<file path="src/sv/context_ready_round_robin_scheduler_defines.svh">
`ifndef CONTEXT_READY_ROUND_ROBIN_SCHEDULER_DEFINES_SVH
`define CONTEXT_READY_ROUND_ROBIN_SCHEDULER_DEFINES_SVH

// Condition must never hold outside reset.
`define CRRS_ASSERT_NEVER(label, clk, rst_n, cond) \
    label: assert property (@(posedge clk) disable iff (!rst_n) !(cond)) \
        else $error("scheduler check failed: forbidden condition");

// Implication within the same cycle.
`define CRRS_ASSERT_IMPL(label, clk, rst_n, ante, cons) \
    label: assert property (@(posedge clk) disable iff (!rst_n) (ante) |-> (cons)) \
        else $error("scheduler check failed: implication");

// Implication in the next cycle.
`define CRRS_ASSERT_NEXT(label, clk, rst_n, ante, cons) \
    label: assert property (@(posedge clk) disable iff (!rst_n) (ante) |=> (cons)) \
        else $error("scheduler check failed: next-cycle implication");

`endif

</file>
<file path="src/sv/crrs_pkg.sv">
`timescale 1ns / 1ps

package crrs_pkg;

    localparam int NUM_CTX = 32;
    localparam int CTX_W   = $clog2(NUM_CTX);
    localparam int IDX_W   = 5;
    localparam int CFG_W   = 32;
    localparam int ADDR_W  = 3;
    localparam int IN_W    = 32;
    localparam int OUT_W   = 8;
    localparam int Q_DEPTH = 2;
    localparam int Q_PTR_W = $clog2(Q_DEPTH);
    localparam int Q_CNT_W = $clog2(Q_DEPTH + 1);

    localparam logic [ADDR_W-1:0] REG_LL_MASK_ADDR = ADDR_W'(0);

    typedef enum logic [1:0] {
        ACT_SET       = 2'd0,
        ACT_CLEAR     = 2'd1,
        ACT_PICK_NEW  = 2'd2,
        ACT_PICK_NEXT = 2'd3
    } t_action;

    localparam logic [1:0] KIND_DEC = 2'd0;
    localparam logic [1:0] KIND_ENC = 2'd1;

    localparam logic [3:0] ST_GOT_INST    = 4'd0;
    localparam logic [3:0] ST_RUNNING     = 4'd1;
    localparam logic [3:0] ST_FINISHING   = 4'd2;
    localparam logic [3:0] ST_HEAD_PARSED = 4'd3;
    localparam logic [3:0] ST_RES_INIT    = 4'd4;
    localparam logic [3:0] ST_RES_FLUSH   = 4'd5;
    localparam logic [3:0] ST_RES_END     = 4'd6;
    localparam logic [3:0] ST_ABORT       = 4'd7;

    typedef enum logic {
        BK_IDLE = 1'b0,
        BK_FIN  = 1'b1
    } t_bk_state;

    typedef struct packed {
        t_action            action;
        logic [CTX_W-1:0]   ctx_idx;
        logic               ready;
        logic               wr_en;
        logic [CTX_W-1:0]   cur_idx;
        logic               pre_valid;
        logic [IDX_W-1:0]   pre_idx;
    } t_cmd;

    typedef struct packed {
        logic               busy;
        logic               done;
    } t_bk_status;

    typedef struct packed {
        logic               found;
        logic [CTX_W-1:0]   idx;
    } t_find;

    function automatic t_find find_first(input logic [NUM_CTX-1:0] vec);
        t_find res;
        res.found = 1'b0;
        res.idx   = '0;
        for (int i = NUM_CTX - 1; i >= 0; i--) begin
            if (vec[i]) begin
                res.found = 1'b1;
                res.idx   = CTX_W'(i);
            end
        end
        return res;
    endfunction

endpackage

</file>
<file path="src/sv/crrs_front.sv">
`timescale 1ns / 1ps

module crrs_front
    import crrs_pkg::*;
(
    input  logic              i_valid,
    output logic              o_ready,
    input  logic [IN_W-1:0]   i_data,   // ctx_idx, kind, state, no_wait, src, dst, hdr,
                                        // down, cur_idx, pre_valid, pre_idx (lowest first)
    input  logic [1:0]        i_user,   // action
    input  logic              i_q_full,
    output logic              o_push,
    output t_cmd              o_cmd
);

    logic [4:0] ctx_idx;
    logic [1:0] kind;
    logic [3:0] state;
    logic       no_wait;
    logic       src;
    logic       dst;
    logic       hdr;
    logic       down;
    logic [4:0] cur_idx;
    logic       pre_valid;
    logic [4:0] pre_idx;
    logic       dec_rdy;
    logic       enc_rdy;
    logic       known;
    logic       rdy;
    t_action    action;

    assign ctx_idx   = i_data[4:0];
    assign kind      = i_data[6:5];
    assign state     = i_data[10:7];
    assign no_wait   = i_data[11];
    assign src       = i_data[12];
    assign dst       = i_data[13];
    assign hdr       = i_data[14];
    assign down      = i_data[15];
    assign cur_idx   = i_data[20:16];
    assign pre_valid = i_data[21];
    assign pre_idx   = i_data[26:22];
    assign action    = t_action'(i_user);

    always_comb begin
        case (state)
            ST_GOT_INST:    dec_rdy = src;
            ST_RUNNING:     dec_rdy = no_wait && src && dst;
            ST_FINISHING:   dec_rdy = dst;
            ST_HEAD_PARSED: dec_rdy = dst && no_wait;
            ST_RES_INIT:    dec_rdy = dst;
            ST_RES_FLUSH:   dec_rdy = dst;
            ST_RES_END:     dec_rdy = src;
            default:        dec_rdy = 1'b0;
        endcase
    end

    always_comb begin
        case (state)
            ST_GOT_INST:    enc_rdy = dst && (!hdr || src);
            ST_HEAD_PARSED: enc_rdy = dst;
            ST_RUNNING:     enc_rdy = src && dst;
            ST_ABORT:       enc_rdy = src && dst;
            ST_FINISHING:   enc_rdy = src && dst;
            default:        enc_rdy = 1'b0;
        endcase
    end

    assign known = ((kind == KIND_DEC) || (kind == KIND_ENC)) && !down;
    assign rdy   = known && ((kind == KIND_DEC) ? dec_rdy : enc_rdy);

    always_comb begin
        o_cmd.action    = action;
        o_cmd.ctx_idx   = CTX_W'(ctx_idx);
        o_cmd.ready     = rdy;
        o_cmd.wr_en     = 1'b0;
        o_cmd.cur_idx   = CTX_W'(cur_idx);
        o_cmd.pre_valid = pre_valid;
        o_cmd.pre_idx   = pre_idx;
        case (action)
            ACT_SET:   o_cmd.wr_en = known && (int'(ctx_idx) < NUM_CTX) && rdy;
            ACT_CLEAR: o_cmd.wr_en = known && (int'(ctx_idx) < NUM_CTX) && !rdy;
            default:   o_cmd.wr_en = 1'b0;
        endcase
    end

    assign o_ready = !i_q_full;
    assign o_push  = i_valid && !i_q_full;

endmodule

</file>
<file path="src/sv/crrs_queue.sv">
`timescale 1ns / 1ps

module crrs_queue
    import crrs_pkg::*;
(
    input  logic  i_clk,
    input  logic  i_rst_n,
    input  logic  i_push,
    input  t_cmd  i_cmd,
    output logic  o_full,
    input  logic  i_pop,
    output logic  o_valid,
    output t_cmd  o_cmd
);

    t_cmd                r_mem [Q_DEPTH];
    logic [Q_PTR_W-1:0]  r_wr_ptr;
    logic [Q_PTR_W-1:0]  r_rd_ptr;
    logic [Q_CNT_W-1:0]  r_count;
    logic [Q_PTR_W-1:0]  n_wr_ptr;
    logic [Q_PTR_W-1:0]  n_rd_ptr;
    logic [Q_CNT_W-1:0]  n_count;
    logic                do_push;
    logic                do_pop;

    assign o_full  = (r_count == Q_CNT_W'(Q_DEPTH));
    assign o_valid = (r_count != '0);
    assign o_cmd   = r_mem[r_rd_ptr];
    assign do_push = i_push && !o_full;
    assign do_pop  = i_pop && o_valid;

    always_comb begin
        n_wr_ptr = r_wr_ptr;
        n_rd_ptr = r_rd_ptr;
        n_count  = r_count;
        if (do_push) begin
            n_wr_ptr = (r_wr_ptr == Q_PTR_W'(Q_DEPTH - 1)) ? '0 : r_wr_ptr + 1'b1;
        end
        if (do_pop) begin
            n_rd_ptr = (r_rd_ptr == Q_PTR_W'(Q_DEPTH - 1)) ? '0 : r_rd_ptr + 1'b1;
        end
        case ({do_push, do_pop})
            2'b10:   n_count = r_count + 1'b1;
            2'b01:   n_count = r_count - 1'b1;
            default: n_count = r_count;
        endcase
    end

    always_ff @(posedge i_clk) begin
        if (!i_rst_n) begin
            r_wr_ptr <= '0;
            r_rd_ptr <= '0;
            r_count  <= '0;
        end else begin
            r_wr_ptr <= n_wr_ptr;
            r_rd_ptr <= n_rd_ptr;
            r_count  <= n_count;
        end
    end

    always_ff @(posedge i_clk) begin
        if (do_push) begin
            r_mem[r_wr_ptr] <= i_cmd;
        end
    end

endmodule

</file>
<file path="src/sv/crrs_back.sv">
`timescale 1ns / 1ps

module crrs_back
    import crrs_pkg::*;
(
    input  logic                i_clk,
    input  logic                i_rst_n,
    input  logic                i_q_valid,
    input  t_cmd                i_q_cmd,
    output logic                o_pop,
    input  logic [NUM_CTX-1:0]  i_ll_mask,
    output logic                o_valid,
    input  logic                i_ready,
    output logic [OUT_W-1:0]    o_data,   // ready_flag, grant_valid, grant_index
    output t_bk_status          o_status
);

    t_bk_state           r_state;
    t_bk_state           n_state;
    t_cmd                r_cmd;
    logic [NUM_CTX-1:0]  r_rot;
    logic [CTX_W-1:0]    r_start;
    logic                r_ll_hit;
    logic [CTX_W-1:0]    r_ll_idx;
    logic [NUM_CTX-1:0]  r_ready_bits;
    logic                r_out_valid;
    logic                r_out_ready;
    logic                r_out_gv;
    logic [IDX_W-1:0]    r_out_gi;

    logic                out_free;
    logic                pop;
    logic                done;
    logic [CTX_W-1:0]    start;
    logic [2*NUM_CTX-1:0] dbl;
    logic [NUM_CTX-1:0]  rot;
    t_find               ll_find;
    t_find               rr_find;
    logic [CTX_W:0]      rr_sum;
    logic [CTX_W-1:0]    rr_idx;
    logic                res_gv;
    logic [IDX_W-1:0]    res_gi;
    logic                is_pick;

    assign out_free = !r_out_valid || i_ready;

    always_comb begin
        case (r_state)
            BK_IDLE: n_state = i_q_valid ? BK_FIN : BK_IDLE;
            BK_FIN:  n_state = out_free ? BK_IDLE : BK_FIN;
            default: n_state = BK_IDLE;
        endcase
    end

    always_comb begin
        pop  = 1'b0;
        done = 1'b0;
        case (r_state)
            BK_IDLE: pop  = i_q_valid;
            BK_FIN:  done = out_free;
            default: begin
                pop  = 1'b0;
                done = 1'b0;
            end
        endcase
    end

    assign o_pop           = pop;
    assign o_status.busy   = (r_state == BK_FIN);
    assign o_status.done   = done;

    // rotate so that bit 0 is the context just after the current one
    assign start   = (i_q_cmd.cur_idx == CTX_W'(NUM_CTX - 1)) ? '0 : i_q_cmd.cur_idx + 1'b1;
    assign dbl     = {r_ready_bits, r_ready_bits} >> start;
    assign ll_find = find_first(i_ll_mask);

    always_comb begin
        rot = dbl[NUM_CTX-1:0];
        if (i_q_cmd.action == ACT_PICK_NEXT) begin
            rot[NUM_CTX-1] = 1'b0;
        end
    end

    assign rr_find = find_first(r_rot);
    assign rr_sum  = {1'b0, r_start} + {1'b0, rr_find.idx};
    assign rr_idx  = (rr_sum >= (CTX_W + 1)'(NUM_CTX)) ?
                     CTX_W'(rr_sum - (CTX_W + 1)'(NUM_CTX)) : CTX_W'(rr_sum);

    assign is_pick = (r_cmd.action == ACT_PICK_NEW) || (r_cmd.action == ACT_PICK_NEXT);

    always_comb begin
        res_gv = 1'b0;
        res_gi = '0;
        case (r_cmd.action)
            ACT_PICK_NEW: begin
                if (r_cmd.pre_valid) begin
                    res_gv = 1'b1;
                    res_gi = r_cmd.pre_idx;
                end else if (r_ll_hit) begin
                    res_gv = 1'b1;
                    res_gi = IDX_W'(r_ll_idx);
                end else if (rr_find.found) begin
                    res_gv = 1'b1;
                    res_gi = IDX_W'(rr_idx);
                end
            end
            ACT_PICK_NEXT: begin
                if (rr_find.found) begin
                    res_gv = 1'b1;
                    res_gi = IDX_W'(rr_idx);
                end
            end
            default: begin
                res_gv = 1'b0;
                res_gi = '0;
            end
        endcase
    end

    always_ff @(posedge i_clk) begin
        if (!i_rst_n) begin
            r_state      <= BK_IDLE;
            r_ready_bits <= '0;
            r_out_valid  <= 1'b0;
        end else begin
            r_state <= n_state;
            if (done && r_cmd.wr_en) begin
                r_ready_bits[r_cmd.ctx_idx] <= r_cmd.ready;
            end
            if (done) begin
                r_out_valid <= 1'b1;
            end else if (i_ready) begin
                r_out_valid <= 1'b0;
            end
        end
    end

    always_ff @(posedge i_clk) begin
        if (pop) begin
            r_cmd    <= i_q_cmd;
            r_rot    <= rot;
            r_start  <= start;
            r_ll_hit <= ll_find.found && r_ready_bits[ll_find.idx];
            r_ll_idx <= ll_find.idx;
        end
        if (done) begin
            r_out_ready <= !is_pick && r_cmd.ready;
            r_out_gv    <= res_gv;
            r_out_gi    <= res_gi;
        end
    end

    assign o_valid = r_out_valid;
    assign o_data  = {{(OUT_W - IDX_W - 2){1'b0}}, r_out_gi, r_out_gv, r_out_ready};

endmodule

</file>
<file path="src/sv/context_ready_round_robin_scheduler.sv">
// Context ready scheduler with round-robin pick. Each item on the slave stream
// is either a ready update (set or clear of one context's ready bit, with the
// readiness worked out from kind, state and queue flags) or a pick (new or
// next) that returns the granted context. Every item gives exactly one result
// item on the master stream, in order. A two-entry command queue sits between
// the classifying front end and the executing back end; the back end handles
// one item at a time (in its idle state it pops the queue and registers the
// rotated ready bits, then in its finish state it priority-finds and writes
// the one-entry output register, waiting there while the output is stalled).
// low_latency_mask is register 0 at byte address 0.
`timescale 1ns / 1ps
`include "context_ready_round_robin_scheduler_defines.svh"

module context_ready_round_robin_scheduler
    import crrs_pkg::*;
(
    input  logic               i_clk,
    input  logic               i_rst_n,
    input  logic               s_axis_tvalid,
    output logic               s_axis_tready,
    input  logic [IN_W-1:0]    s_axis_tdata,   // context_index, context_kind, context_state,
                                               // waiting_none, source_pending, dest_pending,
                                               // header_needs_source, shutting_down,
                                               // current_index, preempt_valid, preempt_index
    input  logic [1:0]         s_axis_tuser,   // action
    output logic               m_axis_tvalid,
    input  logic               m_axis_tready,
    output logic [OUT_W-1:0]   m_axis_tdata,   // ready_flag, grant_valid, grant_index
    input  logic               psel,
    input  logic               penable,
    input  logic               pwrite,
    input  logic [ADDR_W-1:0]  paddr,
    input  logic [CFG_W-1:0]   pwdata,
    output logic [CFG_W-1:0]   prdata,
    output logic               pready
);

    logic [CFG_W-1:0]  r_ll_mask;
    logic              q_full;
    logic              q_push;
    t_cmd              q_in_cmd;
    logic              q_valid;
    t_cmd              q_out_cmd;
    logic              q_pop;
    t_bk_status        bk_status;

    assign pready = 1'b1;
    assign prdata = (paddr == REG_LL_MASK_ADDR) ? r_ll_mask : '0;

    always_ff @(posedge i_clk) begin
        if (!i_rst_n) begin
            r_ll_mask <= '0;
        end else if (psel && penable && pwrite && pready && (paddr == REG_LL_MASK_ADDR)) begin
            r_ll_mask <= pwdata;
        end
    end

    crrs_front u_front (
        .i_valid  (s_axis_tvalid),
        .o_ready  (s_axis_tready),
        .i_data   (s_axis_tdata),
        .i_user   (s_axis_tuser),
        .i_q_full (q_full),
        .o_push   (q_push),
        .o_cmd    (q_in_cmd)
    );

    crrs_queue u_queue (
        .i_clk   (i_clk),
        .i_rst_n (i_rst_n),
        .i_push  (q_push),
        .i_cmd   (q_in_cmd),
        .o_full  (q_full),
        .i_pop   (q_pop),
        .o_valid (q_valid),
        .o_cmd   (q_out_cmd)
    );

    crrs_back u_back (
        .i_clk     (i_clk),
        .i_rst_n   (i_rst_n),
        .i_q_valid (q_valid),
        .i_q_cmd   (q_out_cmd),
        .o_pop     (q_pop),
        .i_ll_mask (r_ll_mask[NUM_CTX-1:0]),
        .o_valid   (m_axis_tvalid),
        .i_ready   (m_axis_tready),
        .o_data    (m_axis_tdata),
        .o_status  (bk_status)
    );

    `CRRS_ASSERT_NEVER(a_flag_and_grant, i_clk, i_rst_n,
        m_axis_tvalid && m_axis_tdata[0] && m_axis_tdata[1])
    `CRRS_ASSERT_IMPL(a_no_grant_zero_idx, i_clk, i_rst_n,
        m_axis_tvalid && !m_axis_tdata[1], m_axis_tdata[6:2] == '0)
    `CRRS_ASSERT_NEXT(a_drain_empties, i_clk, i_rst_n,
        m_axis_tvalid && m_axis_tready && !bk_status.done, !m_axis_tvalid)
    `CRRS_ASSERT_IMPL(a_pop_only_idle, i_clk, i_rst_n,
        q_pop, !bk_status.busy && q_valid)

endmodule
</file>
<file path="config.mk">
export PLATFORM = sky130hd
export DESIGN_NAME = context_ready_round_robin_scheduler
export DESIGN_NICKNAME = d
export VERILOG_FILES = /design/src/sv/crrs_pkg.sv /design/src/sv/crrs_front.sv /design/src/sv/crrs_queue.sv /design/src/sv/crrs_back.sv /design/src/sv/context_ready_round_robin_scheduler.sv
export VERILOG_INCLUDE_DIRS = /design/src /design/src/sv
export SDC_FILE = /design/constraint.sdc
export NUM_CORES = 1
export LEC_CHECK = 0
export ABC_AREA = 1
export BUFFER_PORTS_ARGS = -buffer_cell sky130_fd_sc_hd__clkbuf_2
export CORE_ASPECT_RATIO = 0.7
export CORE_MARGIN = 4
export CORE_UTILIZATION = 55
export CTS_CLUSTER_SIZE = 16
export DETAILED_ROUTE_END_ITERATION = 8
export GPL_TIMING_DRIVEN = 1
export MAX_ROUTING_LAYER = met4
export PLACE_DENSITY = 0.83
export RECOVER_POWER = 25
export SYNTH_ARGS = -nofsm -noshare
export SYNTH_HDL_FRONTEND = slang
export SYNTH_SLANG_ARGS = --single-unit
</file>
<file path="constraint.sdc">
create_clock -name i_clk -period 9.47 [get_ports i_clk]
set_clock_uncertainty 0.05 [all_clocks]
set_input_delay 1.894 -clock i_clk [delete_from_list [all_inputs] [get_ports i_clk]]
set_output_delay 1.894 -clock i_clk [all_outputs]
set_load 0.005 [all_outputs]
</file>
Yosys cells after proc, flatten, opt, wreduce, memory -nomap -nowiden
Memory sizes are Yosys's and may differ from the RTL's. A register that Yosys moved wholly into a read port is not among the register bits.
Index checks and enable logic that the tools add are counted.
{"block": "op_classes", "addsub": 7, "n_eq_ne": 16, "reduce_logical": 39, "n_bitwise": 1, "n_mux": 98, "shift": 1, "order_cmp": 4}
{"cell": "2-to-1 mux 6 bit", "n": 64}
{"cell": "right shift 64 x 5 -> 32 bit", "n": 1}
{"cell": "bitwise mux 32 bit", "n": 1}
{"cell": "2-to-1 mux 32 bit", "n": 1}
{"cell": "2-to-1 mux 5 bit", "n": 5}
{"cell": "logical AND 1 bit", "n": 19}
{"cell": "2-to-1 mux 1 bit", "n": 18}
{"cell": "== test 4 x 3 -> 1 bit (second input constant)", "n": 4}
{"cell": "< comparator 5 x 6 -> 1 bit (second input constant)", "n": 2}
{"cell": "== test 2 bit (second input constant)", "n": 5}
{"cell": "one-hot mux 5 bit (2 select lines)", "n": 1}
{"cell": "== test 4 x 2 -> 1 bit (second input constant)", "n": 2}
{"cell": "adder 5 x 5 -> 6 bit", "n": 1}
{"cell": "== test 2 x 1 -> 1 bit (second input constant)", "n": 3}
{"cell": "greater-or-equal comparator 6 bit (second input constant)", "n": 1}
{"cell": "zero test 1 bit", "n": 6}
{"cell": "one-hot mux 1 bit (2 select lines)", "n": 3}
{"cell": "nonzero test 2 bit", "n": 3}
{"cell": "OR reduction 3 bit", "n": 2}
{"cell": "adder 5 x 1 -> 5 bit (second input constant)", "n": 1}
{"cell": "binary-select mux 1 bit (select 5 bit)", "n": 1}
{"cell": "demux 1 bit (select 5 bit)", "n": 1}
{"cell": "== test 5 bit (second input constant)", "n": 1}
{"cell": "greater-or-equal comparator 5 x 1 -> 1 bit (second input constant)", "n": 1}
{"cell": "14 further kinds", "n": 19}
{"block": "totals", "n_memories": 1, "mem_bits_rw": 40, "in_bits": 76, "reg_bits": 135}
{"name": "u_queue.r_mem", "words": 2, "word_bits": 20, "rd": 1, "rd_ports_with_merged_regs": 1, "wr": 1, "line": "crrs_queue.sv:16", "rtl": "t_cmd r_mem [Q_DEPTH];"}

Depth between registers and ports, before layout
Gate-level depths: netlist (run 1).
{"block": "depth", "ltp_word": 39, "ltp_mapped": 39, "depth_no_buf": 38}

By module
Synthesis (run 1) repeated with hierarchy kept, for this count alone.
{"block": "hier_totals", "cells_unflattened": 1328, "hier_area_um2": 10463.8}
{"mod": "crrs_back", "area_each_um2": 6657.6, "instances": 1, "seq_area_each_um2": 2632.5, "cells_per_inst": 883}
{"mod": "crrs_queue", "area_each_um2": 1786.7, "instances": 1, "seq_area_each_um2": 1301.2, "cells_per_inst": 100}
{"mod": "context_ready_round_robin_scheduler", "area_each_um2": 1672.9, "instances": 1, "seq_area_each_um2": 640.6, "cells_per_inst": 282}
{"mod": "crrs_front", "area_each_um2": 346.6, "instances": 1, "seq_area_each_um2": 0.0, "cells_per_inst": 63}

Worst setup path after synthesis (run 1)
No wires, ideal clock.
{"block": "synth_timing", "kind": "input-to-output", "start": "in paddr[1]", "end": "out prdata[10]", "slack_ns": 4.995, "required_time_ns": 7.526, "arrival_time_ns": 2.531, "path_stages": 4, "path_cell_list": "nor3_1 -> inv_1 -> clkbuf_1 -> nor2_1"}
{"block": "synth_via", "elab_chain_cells": 2}
{"element": "start, declared", "line": "context_ready_round_robin_scheduler.sv:32", "rtl": "input logic [ADDR_W-1:0] paddr,"}
{"element": "zero test 3 bit", "line": "context_ready_round_robin_scheduler.sv:48", "rtl": "assign prdata = (paddr == REG_LL_MASK_ADDR) ? r_ll_mask : '0;"}
{"element": "2-to-1 mux 32 bit", "line": "context_ready_round_robin_scheduler.sv:48"}
{"element": "end, declared", "line": "context_ready_round_robin_scheduler.sv:34", "rtl": "output logic [CFG_W-1:0] prdata,"}
No other way between the ends.

Final worst setup path (run 1)
Ends and elaborated chain as after synthesis.

==> reports/qor.log, run 1 <==
INFO  status         outcome=finished, violations left
INFO  status         failed_checks=max-capacitance violations, max-slew violations
INFO  logic_synthesis synth_compound_gate_area_share=19.1%
INFO  logic_synthesis synthDominantAreaCellType=edfxtp_1
INFO  logic_synthesis async_reset_ff_share=0%
INFO  route          drt-pass1-iter-count=6
INFO  sta            timing.final.crit_share=52.6%
INFO  setup_path     critical_path.startpoint_type=input port
INFO  logic_synthesis synth_edf_count=105
INFO  clocking       h-tree-depth=4
INFO  placed_design  dpl.cell_count=1,529
INFO  setup_path     crit_family=buffers and inverters
INFO  global_routing grt.busiest_layer=met2
INFO  setup_path     critical_path.cell_chain=clkbuf_2 -> nor3_1 -> inv_1 -> nor2_1 -> clkbuf_2
INFO  global_routing use_met2=36.9%
INFO  setup_path     cp.arrival=3040ps
INFO  logic_synthesis synth.distinct_cells=46
INFO  logic_synthesis netlist_instances=1,246
INFO  run            cap_viol_max_count=1
INFO  finish         fillCellCount=1,446
INFO  setup_path     reg2reg_setup_slack=4800ps
INFO  setup_path     endpoint_kind=primary output
INFO  setup_path     reg2reg_to=u_back.r_rot[22]$_DFFE_PP_
INFO  global_routing grt_util_met1=35.4%
INFO  sta            drv_slew=62
INFO  finish         seq_area=4570um^2
INFO  sta            setup_viol=0
INFO  worst_hold_path hold_critical_path_depth=1
INFO  logic_synthesis post_synth_simple_gate_area=22.7%
INFO  route          routed_wirelength=24,400um
INFO  finish         multi_input_comb_area=4230um^2
INFO  sta            rsz0062_at_grt=no
INFO  finish         insertedDiodeCount=0
INFO  logic_synthesis synth_fp_nets=1,330
INFO  logic_synthesis netlist_top_cells_area=edfxtp_1 (33%), dfxtp_1 (15%), nand2_1 (11%), o21ai_1 (5.7%), a21oi_1 (5.4%)
INFO  worst_hold_path hold_path.startpoint=u_queue.r_rd_ptr$_SDFFE_PN0P_
INFO  clocking       cts_num_sinks=176
INFO  sta            maxClockFrequency=201MHz
INFO  floorplan      core-area=17,200um^2
INFO  floorplan      die_h=119um
INFO  sta            worstMarginPinSlew=3240ps
INFO  route          detail_route.iter0.violations=1,181
INFO  global_routing vias_in_the_first_global_route=7,981
INFO  logic_synthesis muxShareOfSynthArea=0.207%
INFO  global_routing grtUsageMet3=4.68%
INFO  finish         flow.area_growth_from_synthesis=13.0%
INFO  logic_synthesis count_of_warnings_emitted_by_yosys=0
INFO  finish         final_net_count=1,401
INFO  placed_design  worst_slack_after_detailed_placement=4500ps
INFO  logic_synthesis yosys.area_share.adder=1.11%
INFO  pwr            p_leak=4.61nW
INFO  setup_path     reg2reg_depth=21
INFO  sta            setup_ws=4490ps
INFO  pwr            power_per_cell_area=332nW/um^2
INFO  setup_path     path_class=in2out
INFO  global_routing wire_length_of_the_first_global_routing_pass=39,100um
INFO  placed_design  detailedPlacementHpwl=17,200um
INFO  setup_path     timing.critical_path.slowest_cell_delay=440ps
INFO  clocking       cts-resized-gates=0
INFO  placed_design  placed_cell_areas=10,300um^2
INFO  route          vias_per_cell=5.70
INFO  logic_synthesis synthesized_area_fraction_occupied_by_xor_and_xnor_cells=0.181%
INFO  route          dr_total_vias=8,904
INFO  logic_synthesis synth-seq-cells=176
INFO  floorplan      floorplan.die.width=166um
INFO  clocking       clk_transition_reported_paths=70ps
INFO  logic_synthesis synth_top_flop_cell=edfxtp_1
INFO  clocking       cts_hold_buf=0
INFO  logic_synthesis seq_area_frac_synth=47.3%
INFO  setup_path     cpMaxStageDelayCell=inv_1
INFO  pwr            total_power=0.00362W
INFO  pwr            vdd_ir_drop_max=0.000142V
INFO  clocking       maximum_clock_path_buffer_count=2
INFO  floorplan      placementRows=40
INFO  clocking       clock_insertion_delay_at_the_later_pin_of_the_skew_report=440ps
INFO  clocking       post_cts_buffers=0
INFO  sta            final_hold_viol_count=0
INFO  finish         finalInstanceArea=10,900um^2
INFO  setup_path     timing.critical_path.mode_cell=clkbuf_2
INFO  setup_path     worst-path-max-fanout=32
INFO  logic_synthesis synth_area=9670um^2
INFO  sta            finalWorstPathRequiredPeriod=4980ps
INFO  logic_synthesis avgSynthCellArea=7.76um^2
INFO  logic_synthesis post-synth-top-area-fraction=32.6%
INFO  setup_path     critical_path_required=7530ps
INFO  route          antenna_violating_nets_left=0
INFO  clocking       clock_tree_from_tritoncts=built
INFO  route          wl_per_cell=15.6um
INFO  finish         final_cell_count_no_fill=1,561
INFO  clocking       cts_inserted_buffers=17
INFO  finish         fraction_of_layout_cells_with_a_size_suffix_above_1=13.2%
INFO  placed_design  io_buffers=111
INFO  global_routing grt_start_max_net_pins=66
INFO  setup_path     crit_buf_inv=3
INFO  sta            fin_tns_setup=0ps
INFO  floorplan      die-area=19,800um^2
INFO  global_routing grt_overflow=0
INFO  route          drc=0
INFO  logic_synthesis synth_top_family_by_area=simple AND/OR/NAND/NOR gates
INFO  global_routing grt.total_usage=24.9%
INFO  global_routing antenna_found_initial=0
INFO  placed_design  place.gp.congestion=0.951
INFO  worst_hold_path worst_hold_path_type=reg2reg
INFO  floorplan      pin_count=119
INFO  sta            timing.max_slew.rel_slack=-116%
INFO  clocking       clockRootBuffer=clkbuf_16
INFO  floorplan      initial_core_util=56.2%
final cells by class:
| cell class | count | share of cell area [%] |
|---|---|---|
| Inverter | 138 | 5.50 |
| Tap cell | 231 | 2.64 |
| Clock buffer | 17 | 3.89 |
| Multi-Input combinational cell | 866 | 38.7 |
| Clock inverter | 15 | 2.02 |
| Timing Repair Buffer | 118 | 5.42 |
| Sequential cell | 176 | 41.9 |
worst max path at each step:
stage                     cells past startpoint  slack (ps)     start         end
after global routing                          5        4300  paddr[1]  prdata[18]
after detailed placement                      5        4500  paddr[1]  prdata[19]
final                                         5        4490  paddr[1]  prdata[10]
after CTS                                     5        4500  paddr[1]  prdata[19]
after global placement                        5        4600  paddr[1]   prdata[2]
after floorplan                               4        4990  paddr[1]  prdata[10]
per-layer routing:
metal | share of wire, % | routed length [um]
met4 | 1.3 | 323
met3 | 8.3 | 2020
met2 | 45 | 10900
met5 | 0 | 0
met1 | 46 | 11100
sequential cells by signal (all words and copies together), names as in the netlist, 2 cells and up, named ones only:
register and count:
r_ll_mask 32, u_back.r_cmd 15, u_back.r_ll_idx 5, u_back.r_out_gi 5, u_back.r_ready_bits 32, u_back.r_rot 32, u_back.r_start 5, u_queue.r_count 2
u_queue.r_mem 40
kinds of logic (layout without fill, tap and decap cells):
group	after synthesis	after routing
adder cells (fa/ha/maj)	8	8
AND/OR/NAND/NOR	519	519
buffers and inverters	204	288
other	2	2
flip-flops	176	176
AO/OA/AOI/OAI	333	333
multiplexers	2	2
XOR/XNOR	2	2
synth_stat cells (all sizes together), types with 3 or more instances:
cell type,number
ha,7
nor3,15
inv,129
o22ai,6
dfxtp,71
nand2,293
a21oi,105
nand3,81
buf,13
o21ai,170
clkbuf,53
clkinv,3
o31ai,3
a31oi,5
nor2,93
bufinv,6
a311oi,35
edfxtp,105
nor4,8
nand4,3
or2,25
o21bai,3
cells in the final DEF (no fill, tap or decap), types with 4 or more instances in the layout:
cell / n
clkbuf_1: 11
dfxtp_1: 71
nor3_1: 15
buf_4: 6
clkbuf_2: 101
a31oi_1: 5
clkinv_8: 4
bufinv_8: 6
inv_12: 4
ha_1: 7
a311oi_1: 35
or2_1: 22
nor2_1: 89
a21oi_1: 103
nor4_1: 8
nand3_1: 80
clkbuf_16: 17
inv_1: 112
inv_2: 17
o21ai_0: 60
o22ai_1: 6
edfxtp_1: 105
nand2_1: 288
o21ai_1: 110
per-stage QoR:
step | hold slack, ps | util (%)
5_1_grt | 428 | 63.5
3_5_place_dp | 403 | 59.8
4_1_cts | 410 | 63.6
6_report | 417 | 63.5
2_1_floorplan | 376 | -
3_3_place_gp | 387 | 59.8
where the power goes:
part	switching, W	internal [W]	leakage [nW]
sequential	0.000143	0.00113	1.57
clock	0.000361	0.000392	0.311
combinational	0.00111	0.000489	2.73
total	0.00161	0.00201	4.61
Power figures use the tool's default switching activity.
==> run 2: changes to the inputs <==
==> constraint.sdc (replaced) <==
create_clock -name i_clk -period 5.1 [get_ports i_clk]
set_clock_uncertainty 0.05 [all_clocks]
set_input_delay 1.02 -clock i_clk [delete_from_list [all_inputs] [get_ports i_clk]]
set_output_delay 1.02 -clock i_clk [all_outputs]
set_load 0.005 [all_outputs]
==> run 2 against run 1 <==
The flow still finishes with violations (max-capacitance violations, max-slew violations). Cell area down 0.29%. Die area unchanged. First-iteration DRC count down 11%. Global-route usage up 0.11 points. Flip-flop and latch count stayed put. Worst hold slack lost 9.8 ps. Sequential power is 84% higher. Largest cell class unchanged. Largest power group unchanged.
==> reports/qor.log, run 2 (synthesized netlist as in run 1, its figures left out) <==
INFO  floorplan      die_h=119um
INFO  setup_path     path_class=reg2reg
INFO  global_routing grt_start_max_net_pins=66
INFO  setup_path     cp.arrival=4080ps
INFO  route          antenna_violating_nets_left=0
INFO  placed_design  detailedPlacementHpwl=17,300um
INFO  clocking       cts_hold_buf=0
INFO  finish         flow.area_growth_from_synthesis=12.7%
INFO  sta            finalWorstPathRequiredPeriod=3950ps
INFO  global_routing grt.total_usage=25.0%
INFO  sta            worstMarginPinSlew=3170ps
INFO  clocking       clk_transition_reported_paths=70ps
INFO  route          detail_route.iter0.violations=1,051
INFO  placed_design  worst_slack_after_detailed_placement=1190ps
INFO  finish         fin_util=63.3%
INFO  sta            timing.final.crit_share=77.4%
INFO  setup_path     critical_path.startpoint_type=flip-flop
INFO  floorplan      placementRows=40
INFO  sta            setup_viol=0
INFO  setup_path     critical_path_required=5240ps
INFO  pwr            power_per_cell_area=611nW/um^2
INFO  clocking       clock_tree_from_tritoncts=built
INFO  finish         layout_commonest_cell=nand2_1
INFO  setup_path     cpMaxStageDelayCell=edfxtp_1
INFO  floorplan      die-area=19,800um^2
INFO  clocking       post_cts_buffers=0
INFO  finish         regMostFlops=u_queue.r_mem
INFO  status         outcome=finished, violations left
INFO  floorplan      core-area=17,200um^2
INFO  run            cap_viol_max_count=1
INFO  sta            final_hold_viol_count=0
INFO  placed_design  place.gp.congestion=0.949
INFO  global_routing vias_in_the_first_global_route=8,120
INFO  status         failed_checks=max-capacitance violations, max-slew violations
INFO  sta            maxClockFrequency=253MHz
INFO  clocking       cts-resized-gates=0
INFO  finish         largest_reg_flops=40
INFO  clocking       clockRootBuffer=clkbuf_16
INFO  route          drc=0
INFO  setup_path     timing.critical_path.mode_cell=a21oi_1
INFO  floorplan      pin_count=119
INFO  sta            setup_ws=1150ps
INFO  finish         final_net_count=1,404
INFO  worst_hold_path worst_hold_path_type=reg2reg
INFO  finish         fraction_of_layout_cells_with_a_size_suffix_above_1=12.7%
INFO  clocking       h-tree-depth=4
INFO  global_routing grt_overflow=0
INFO  clocking       cts_num_sinks=176
INFO  sta            fin_tns_setup=0ps
INFO  floorplan      initial_core_util=56.2%
INFO  route          drt-pass1-iter-count=6
INFO  route          vias_per_cell=5.71
INFO  setup_path     endpoint_kind=flip-flop
INFO  clocking       cts_inserted_buffers=17
INFO  setup_path     timing.critical_path.slowest_cell_delay=390ps
INFO  route          routed_wirelength=24,200um
INFO  global_routing antenna_found_initial=0
INFO  route          wl_per_cell=15.5um
INFO  floorplan      floorplan.die.width=166um
INFO  placed_design  io_buffers=111
INFO  finish         insertedDiodeCount=0
INFO  sta            rsz0062_at_grt=no
INFO  sta            timing.max_slew.rel_slack=-112%
INFO  pwr            vdd_ir_drop_max=0.000327V
INFO  global_routing wire_length_of_the_first_global_routing_pass=39,400um
INFO  route          dr_total_vias=8,932
INFO  clocking       clock_insertion_delay_at_the_later_pin_of_the_skew_report=440ps
INFO  sta            drv_slew=62
INFO  clocking       maximum_clock_path_buffer_count=2
INFO  setup_path     worst-path-max-fanout=3
INFO  pwr            p_leak=4.58nW
INFO  finish         mostFrequentLayoutCells=nand2_1 (288), inv_1 (113), o21ai_1 (110), edfxtp_1 (105), a21oi_1 (103)
INFO  pwr            total_power=0.00666W
==> run 2: final cells by class <==
type | instances | area (um^2)
Inverter | 138 | 601
Fill cell | 1435 | 6320
Clock inverter | 15 | 176
Timing Repair Buffer | 121 | 604
Tap cell | 231 | 289
Multi-Input combinational cell | 866 | 4230
Sequential cell | 176 | 4570
Clock buffer | 17 | 425
==> run 2: routing by layer <==
metal | routed length (um) | GRT usage, %
met5 | 0 | -
met4 | 346 | 6.54
met3 | 2310 | 6.77
met2 | 10500 | 36.8
met1 | 11000 | 34.5
==> run 2: path summary, 6_finish.rpt <==
path,startpoint,to,slack [ps],depth (start not counted)
worst max-delay path,u_back.r_rot[30]$_DFFE_PP_,u_back.r_out_gi[4]$_SDFFCE_PN0P_,1150,29
worst min-delay path,u_queue.r_rd_ptr$_SDFFE_PN0P_,flip-flop,410,1
worst max register to register,u_back.r_rot[30]$_DFFE_PP_,u_back.r_out_gi[4]$_SDFFCE_PN0P_,1150,29
worst min register to register,u_queue.r_rd_ptr$_SDFFE_PN0P_,flip-flop,410,1
==> run 2: per-stage QoR <==
stage                     hold WS [ps]  instances  area, um^2
after floorplan                    376       1246        9670
after global placement             387       1532       10300
after detailed placement           396       1532       10300
after CTS                          406       1564       10900
after global routing               420       1564       10900
final                              407       1564       10900
==> run 2: critical path: cells and delay by family (launching register included) <==
family | cells | cell delay, ps
compound gates | 19 | 2030
xor+xnor | 1 | 130
fa+ha+maj | 2 | 550
buf+inv | 2 | 160
flops | 1 | 390
simple gates | 5 | 370
==> run 2: power by group <==
part	total (W)	internal, W	switching (W)	leakage, nW
registers	0.00234	0.00210	0.000237	1.57
clock network	0.00132	0.000697	0.000622	0.287
logic	0.00300	0.000926	0.00208	2.72
